[src/hw/rtl/dq_pkg.sv]
// Shared types and constants for the double-ended queue.
// Holds the field widths, operation and status codes, and the controller command word.
// No dependencies.
package dq_pkg;

   localparam int OPCODE_WIDTH   = 3;
   localparam int POSITION_WIDTH = 10;
   localparam int VALUE_WIDTH    = 32;
   localparam int STATUS_WIDTH   = 2;
   localparam int OCC_WIDTH      = 11;

   typedef enum logic [OPCODE_WIDTH-1:0] {
      OP_PUSH_FRONT = 3'd0,
      OP_PUSH_BACK  = 3'd1,
      OP_POP_FRONT  = 3'd2,
      OP_POP_BACK   = 3'd3,
      OP_READ_AT    = 3'd4,
      OP_WRITE_AT   = 3'd5
   } opcode_type;

   typedef enum logic [STATUS_WIDTH-1:0] {
      ST_OK    = 2'd0,
      ST_EMPTY = 2'd1,
      ST_FULL  = 2'd2
   } status_type;

   typedef struct packed {
      logic load_req;
      logic execute;
      logic load_out;
   } dq_cmd_type;

endpackage

[src/hw/rtl/dq_control.sv]
// Controller of the double-ended queue: sequences capture, store access and result load,
// and owns the request and result handshakes.
// Depends on dq_pkg.
module dq_control (
   input  logic               clock,
   input  logic               reset,
   input  logic               req_valid,
   output logic               req_stall,
   output logic               rsp_valid,
   input  logic               rsp_stall,
   output dq_pkg::dq_cmd_type cmd
);
   import dq_pkg::*;

   typedef enum logic [1:0] {
      S_IDLE,
      S_ACCESS,
      S_FINISH
   } state_type;

   state_type state_ff;
   logic      rsp_valid_ff;
   logic      out_free;

   assign out_free     = !rsp_valid_ff || !rsp_stall;
   assign req_stall    = (state_ff != S_IDLE);
   assign rsp_valid    = rsp_valid_ff;
   assign cmd.load_req = (state_ff == S_IDLE) && req_valid;
   assign cmd.execute  = (state_ff == S_ACCESS);
   assign cmd.load_out = (state_ff == S_FINISH) && out_free;

   always_ff @(posedge clock) begin
      if (reset) begin
         state_ff     <= S_IDLE;
         rsp_valid_ff <= 1'b0;
      end else begin
         if (cmd.load_out) begin
            rsp_valid_ff <= 1'b1;
         end else if (!rsp_stall) begin
            rsp_valid_ff <= 1'b0;
         end
         unique case (state_ff)
            S_IDLE: begin
               if (req_valid) begin
                  state_ff <= S_ACCESS;
               end
            end
            S_ACCESS: begin
               state_ff <= S_FINISH;
            end
            S_FINISH: begin
               if (out_free) begin
                  state_ff <= S_IDLE;
               end
            end
            default: begin
               state_ff <= S_IDLE;
            end
         endcase
      end
   end

   a_access_next: assert property (@(posedge clock) disable iff (reset)
      state_ff == S_ACCESS |=> state_ff == S_FINISH)
      else $error("access not followed by finish");

   a_accept_next: assert property (@(posedge clock) disable iff (reset)
      state_ff == S_IDLE && req_valid |=> state_ff == S_ACCESS)
      else $error("accepted word not taken into access");

   a_rsp_source: assert property (@(posedge clock) disable iff (reset)
      $rose(rsp_valid_ff) |-> $past(state_ff) == S_FINISH)
      else $error("result raised outside finish");

endmodule

[config.mk]
export PLATFORM = sky130hd
export DESIGN_NAME = dq_control
export DESIGN_NICKNAME = d
export VERILOG_FILES = /design/src/hw/rtl/dq_pkg.sv /design/src/hw/rtl/dq_control.sv
export SDC_FILE = /design/constraint.sdc
export NUM_CORES = 1
export LEC_CHECK = 0
export BUFFER_PORTS_ARGS = -buffer_cell sky130_fd_sc_hd__buf_4
export CAP_MARGIN = 20
export CORE_AREA = 2 2 39 41
export CTS_CLUSTER_DIAMETER = 50
export DETAILED_ROUTE_END_ITERATION = 10
export DIE_AREA = 0 0 41 43
export SETUP_SLACK_MARGIN = 0.05
export SYNTH_ARGS = -nofsm -noshare
export SYNTH_HDL_FRONTEND = slang
export SYNTH_SLANG_ARGS = --single-unit
[constraint.sdc]
create_clock -name clock -period 1.1 [get_ports clock]
set_input_delay 0.11 -clock clock [delete_from_list [all_inputs] [get_ports clock]]
set_output_delay 0.11 -clock clock [all_outputs]
set_load 0.005 [all_outputs]
---- Yosys cells after proc, flatten, opt, wreduce, memory -nomap -nowiden ----
Index checks and enable logic that the tools add are counted.
cells by class
  muxes and demuxes ....................... 5
  reductions and logical operators ........ 8
  eq/ne operators ......................... 5
operators by type and width
  cell                                            number
  one-hot mux 2 bit (3 select lines)              1
  two-way mux 2 bit                               2
  != test 2 bit (second input constant)           2
  == test 2 x 1 -> 1 bit (second input constant)  1
  == test 2 bit (second input constant)           1
  logical AND 1 bit                               2
  logical NOT 1 bit                               2
  logical NOT 2 bit                               1
  two-way mux 1 bit                               2
  != test 2 x 1 -> 1 bit (second input constant)  1
  AND reduction 2 bit                             1
  nonzero test 2 bit                              1
  logical OR 1 bit                                1
word-level totals
  register bits ........................... 3
  output and inout port bits .............. 5
  logic and storage cells ................. 20
  input bits .............................. 4

---- Logic depth before layout (Yosys ltp) ----
Gate-level depths: netlist of the first run.
  depth in word-level cells ............... 4
  gate-level depth with buffers ........... 2
  depth with buffers taken out ............ 2

---- Least setup slack after synthesis of the first run ----
No wires, ideal clock.
  kind .................................... register to register
  from .................................... register state_ff[1]
  to ...................................... register state_ff[0]
  path slack .............................. 0.365 ns
  stages on the path, launching flop included .. 3
  data required time ...................... 1.043 ns
  data arrival time ....................... 0.678 ns
  setup time .............................. 0.057 ns
  buffers on the path ..................... 0
  period minus slack after synthesis ...... 0.735 ns
  cell sequence ........................... dfxtp_1 -> nor3b_2 -> and2b_2
on the way
  longest elaborated chain between the ends .. 3
  elaborated cells between the ends (all ways) .. 7
  classes of those cells .................. eq/ne (4); mux (1); reduce/logical (2)
ends and longest elaborated chain
  item                                                       line              RTL
  from (decl)                                                dq_control.sv:21  state_type state_ff;
  from (signal assigned)                                     dq_control.sv:34  state_ff <= S_IDLE;
  from (signal assigned)                                     dq_control.sv:45  state_ff <= S_ACCESS;
  from (signal assigned)                                     dq_control.sv:49  state_ff <= S_FINISH;
  == test 2 bit / logical NOT 2 bit (equally long branches)  dq_control.sv:42  unique case (state_ff)
  != test 2 bit (no line)                                    --
  AND reduction 2 bit (no line)                              --
Several ways; a longest one is shown, not always the timed one.
A chain may end at the register's enable or synchronous reset.

---- Worst setup path in the final report of the first run ----
  from .................................... register state_ff[0]
  to ...................................... output port req_stall
on the way
  longest elaborated chain between the ends .. 1
ends and longest elaborated chain
  item                line              RTL
  nonzero test 2 bit  dq_control.sv:26  assign req_stall = (state_ff != S_IDLE);
  to (decl)           dq_control.sv:8   output logic req_stall,
No other way between the ends.

==> results.tsv, run 1 <==
metric	value	unit
syn_area	131	um^2
dp_slack	0.237	ns
die_area	0.00176	mm^2
outcome	completed	
routed_wl	322	um
slew-limit-headroom	90.0	%
drt-initial-drc-count	5	
io_pins	9	
min_period	1.04	ns
worst_pin_slew	0.150	ns
initial_core_util	9.49	%
comb_power_share	15.9	%
irDropWorstVdd	0.000356	V
grt_antenna_before_repair	0	
required	0.99	ns
synthMuxAreaShare	0	%
synth_common_cells	3 x a21oi_1, 3 x dfxtp_1, 2 x nand2b_1	
rrSetupSlack	0.24	ns
die_h	43	um
rsz0062_at_grt	true	
numPortBuffers	8	
instances_no_fill	43	
start_kind	flop	
syn-num-nets	18	
met3_length	65	um
powerDensity	1340	mW/mm^2
fin_area	274	um^2
dr_total_vias	142	
setup_violations	0	
reg2reg_depth	3	
layout_setup_ws	0.0645	ns
synth_fa_ha_area_share	0	%
synth_top_family_by_area	simple AND/OR/NAND/NOR gates	
p_clk_share	50.9	%
r2r_start	state_ff[0]	
die_x	41	um
min-delay-start	reset	
cts_root_buf	clkbuf_4	
highest_layer	met3	
synth-edff-count	0	
cap_violations	0	
hold_depth	2	
report.final.slew_viol_count	0	
fmax	966	MHz
area_growth_syn_to_layout	109	%
antenna_left	0	
p_int	0.000292	W
row_count	14	
holdCritPathClass	in -> reg	
drt-pass1-iter-count	4	
yosysTopAreaCellShare	45.7	%
clk_latency	0.23	ns
num-nets-final	32	
cp_max_fo	5	
cts_hold_buf	0	
p_sw_share	20.9	%
grt_pass1_vias	131	
vias_per_cell	3.30	
syn-instance-count	14	
dpl_cell_area	211	um^2
synth_compound_area_share	11.4	%
synth_xor_xnor_area_share	0	%
sequentialPowerShare	33.3	%
cts.reportedPaths.clkPinSlew	0.03	ns
hold_viol	0	
clock-skew-final	0.00271	ns
core	0.00138	mm^2
critPathKind	reg -> out	
grt_max_degree	6	
synthSimpleGateAreaFrac	40.0	%
ys_seq_area_share	45.7	%
drt_drc_violations_left	0	
p_leak	0.123	nW
synth_cell_types	9	
synth-main-ff-cell	dfxtp_1	
cts_tree	done	
ys.warnings.count	0	
wl_met2	116	um
wire_per_inst	7.49	um
grt_usage	5.11	%
grt-ovfl-total	0	
async_reset_ff_share	0	%
cts_buffers	3	
reg2reg_to	state_ff[0]	
h-tree-depth	1	
avgSynthCellArea	9.38	um^2
fillers	148	
place_congestion	0.469	
drt-met1-wl	141	um
cp-end-kind	primary output	
antenna_cells	0	
ys_ff_latch	3	
switching_power	0.0000769	W
whs_endpoint	state_ff[1]	
dp_cells	38	
yosys.area.top_type	dfxtp_1	
tns	0	ns
cts_buffer_depth	2	
grt_pass1_wl	489	um
period_share	94.1	%
clkSinkCount	3	
cp.arrival	0.93	ns
synth_area_leaders	dfxtp_1 46%, a21oi_1 11%, nand2b_1 9.5%	
layout-drive-gt1-share	70.4	%
final_util	19.8	%
[registers in the layout, summed over array words and instances (netlist names)]
signal	cells
state_ff	2
rsp_valid	1
[cells by family (layout without fill, tap and decap cells)]
kind of cell	count (synthesis)	in the layout
DFF	3	3
buffers and inverters	1	14
and+or+nand+nor	7	7
AOI/OAI and AO/OA	3	3
[how the worst max path moves through the flow]
stage | end | depth (start not counted) | start | slack [ns]
6_report | req_stall | 2 | state_ff[0] | 0.06
5_1_grt | cmd[0] | 3 | state_ff[0] | 0.02
4_1_cts | cmd[2] | 2 | state_ff[1] | 0.05
3_5_place_dp | req_stall | 2 | state_ff[1] | 0.24
3_3_place_gp | req_stall | 2 | state_ff[1] | 0.25
2_1_floorplan | state_ff[0] | 2 | state_ff[1] | 0.37
[layout by cell type, fill, tap and decap left out]
cell	count
nand2b_1	1
nor3b_4	1
and2b_2	1
or2_4	1
buf_4	8
a21oi_2	1
nand4b_1	1
clkbuf_1	1
buf_6	1
dfxtp_1	1
dfxtp_4	1
nand2b_4	1
clkbuf_4	3
inv_1	1
dfxtp_2	1
nand2_1	1
a21oi_1	2
[worst max-delay path, stage by stage, from the launching register on]
cell	delay, ns
dfxtp_2	0.34
or2_4	0.25
buf_6	0.11
[power by group through the flow]
stage / logic (W) / registers, W / clock network, W
6_report: 0.0000584 / 0.000123 / 0.000187
5_1_grt: 0.0000651 / 0.000123 / 0.000213
4_1_cts: 0.0000522 / 0.000121 / 0.000199
3_5_place_dp: 0.0000445 / 0.000122 / 0
3_3_place_gp: 0.0000448 / 0.000121 / 0
2_1_floorplan: 0.0000169 / 0.000121 / 0
[through the flow]
stage                     total power [W]  hold WS, ns
after floorplan                  0.000138        0.179
after global placement           0.000166        0.292
after detailed placement         0.000166        0.288
after CTS                        0.000372       0.0381
after global routing             0.000401       0.0385
final                            0.000368       0.0456
[what timing repair did]
item,CTS,global route
endpoints found under the setup margin,2,3
resized for setup,7,1
buffers inserted,0,1
pin swaps,1,1
[layout make-up]
class                   count  area, um^2  share of cell area (%)
repair buffers              9        71.3                    26.0
multi-input cells          10        87.6                    32.0
flip-flops and latches      3        65.1                    23.7
well taps                  16        20.0                    7.31
clock buffers               4        26.3                    9.59
inverters                   1        3.75                    1.37
[per-layer routing]
| layer | vias to the layer above | GRT usage [%] |
|---|---|---|
| li1 | 74 | - |
| met4 | 0 | 6.00 |
| met1 | 59 | 4.79 |
| met3 | 0 | 6.28 |
| met2 | 9 | 4.69 |
| met5 | - | 0 |
(Power assumes the default switching activity.)
==> run 2: changes to the inputs <==
- PLACE_DENSITY: default -> 0.37
- clock period: 1.1 -> 0.9 ns (I/O delays scaled with it)
==> run 2 against run 1 <==
The run now ends with negative setup slack left. First-iteration DRC count is 100% lower. Combinational power is 17% higher. Clock power is 28% higher. Cell count is 2.3% lower. Hold slack worse by 0.032 ns. Non-clock buffer count is 1 lower. Via count is 0.70% higher. Largest power group unchanged.
==> results.tsv, run 2 (synthesis gave the netlist of run 1 again) <==
metric	value	unit
worst_pin_slew	0.169	ns
grt_antenna_before_repair	0	
h-tree-depth	1	
initial_core_util	9.49	%
holdCritPathClass	in -> reg	
die_h	43	um
busiest_layer	met1	
vias_per_cell	3.40	
core	0.00138	mm^2
die_area	0.00176	mm^2
postCtsSetupBuffers	0	
cpPeakStageDelay	0.34	ns
cap_violations	0	
cts_hold_buf	0	
use_met2	5.00	%
powerDensity	1710	mW/mm^2
drt-pass1-iter-count	1	
fillers	152	
clkSinkCount	3	
antenna_left	0	
fmax	959	MHz
violations	negative setup slack	
slew-limit-headroom	88.7	%
final_util	19.3	%
largest_register_ff_count	2	
top_register	state_ff	
io_pins	9	
required	0.81	ns
path_cells	nand2b_4 > a21oi_2 > buf_4	
rsz0062_at_grt	true	
clock-skew-final	0.00296	ns
grt-ovfl-total	0	
irDropWorstVdd	0.000639	V
critPathKind	reg -> out	
layout_setup_ws	-0.142	ns
cts_tree	done	
drt-initial-drc-count	0	
row_count	14	
cts_root_buf	clkbuf_4	
wire_per_inst	8.88	um
routed_wl	373	um
area_growth_syn_to_layout	104	%
grt_max_degree	6	
min_period	1.04	ns
outcome	finished with violations	
use_met3	6.28	%
grt_usage	6.01	%
cp_max_fo	5	
cts.reportedPaths.clkPinSlew	0.04	ns
numPortBuffers	8	
antenna_cells	0	
setup_violations	4	
report.final.slew_viol_count	0	
cp.arrival	0.95	ns
num-nets-final	31	
p_leak	0.118	nW
final_common_cell	buf_4	
seq_area	66.3	um^2
mostFrequentLayoutCells	7 x buf_4, 3 x clkbuf_4, 2 x a21oi_1, 2 x dfxtp_2	
power	0.000457	W
cp-end-kind	primary output	
cts_buffer_depth	2	
grt_pass1_wl	600	um
start_kind	flop	
drt_drc_violations_left	0	
hold_viol	0	
cts_buffers	3	
period_share	116	%
clk_latency	0.24	ns
die_x	41	um
multi_input_area	87.6	um^2
place_congestion	0.503	
slowest_stage	dfxtp_2	
grt_pass1_vias	150	
layout-drive-gt1-share	73.1	%
dp_hpwl	258	um
dr_total_vias	143	
use_met1	7.35	%
run 2: final cells by class:
type                    instances  area share [%]
inverters                       1            1.40
well taps                      16            7.48
clock buffers                   4            9.81
multi-input cells              10            32.7
flip-flops and latches          3            24.8
repair buffers                  8            23.8
run 2: metrics by stage:
stage / hold WS (ns) / instances / setup WS [ns] / instance area, um^2 / setup TNS (ns)
after global routing: 0.00792 / 42 / -0.180 / 268 / -0.681
after CTS: 0.0125 / 42 / -0.144 / 268 / -0.530
after detailed placement: 0.270 / 38 / 0.0542 / 211 / 0
final: 0.0132 / 42 / -0.142 / 268 / -0.494
after global placement: 0.264 / 38 / 0.0633 / 211 / 0
after floorplan: 0.159 / 14 / 0.165 / 131 / 0
run 2: worst paths after layout:
| path | from | endpoint | slack, ns | cells after the start |
|---|---|---|---|---|
| max reg2reg | state_ff[1] | state_ff[0] | 0.13 | 2 |
| max | state_ff[0] | cmd[0] | -0.14 | 3 |
| min | reset | state_ff[1] | 0.01 | 2 |
| min reg2reg | rsp_valid | rsp_valid | 0.48 | 2 |
run 2: per-layer routing:
| metal | part of all wire [%] | vias to the layer above | wire [um] |
|---|---|---|---|
| met5 | 0 | - | 0 |
| met4 | 0 | 0 | 0 |
| met3 | 19 | 0 | 70 |
| met2 | 32 | 11 | 121 |
| met1 | 49 | 60 | 181 |
| li1 | - | 72 | - |
run 2: worst max-delay path, delay by kind of cell (launching register included):
kind | cells | cell delay (ns)
buffers and inverters | 1 | 0.12
flip-flops | 1 | 0.34
AO/OA/AOI/OAI | 1 | 0.11
AND/OR/NAND/NOR | 1 | 0.15
run 2: what timing repair did:
| action | CTS | global route |
|---|---|---|
| gates resized for setup | 9 | 0 |
| pin swaps | 1 | 1 |
| endpoints found under the setup margin | 4 | 4 |
run 2: power breakdown:
group          leakage (nW)  switching [W]   total, W  internal (W)
clock                0.0150      0.0000725   0.000239      0.000166
combinational        0.0774      0.0000212  0.0000685     0.0000474
sequential           0.0261      0.0000102   0.000150      0.000139
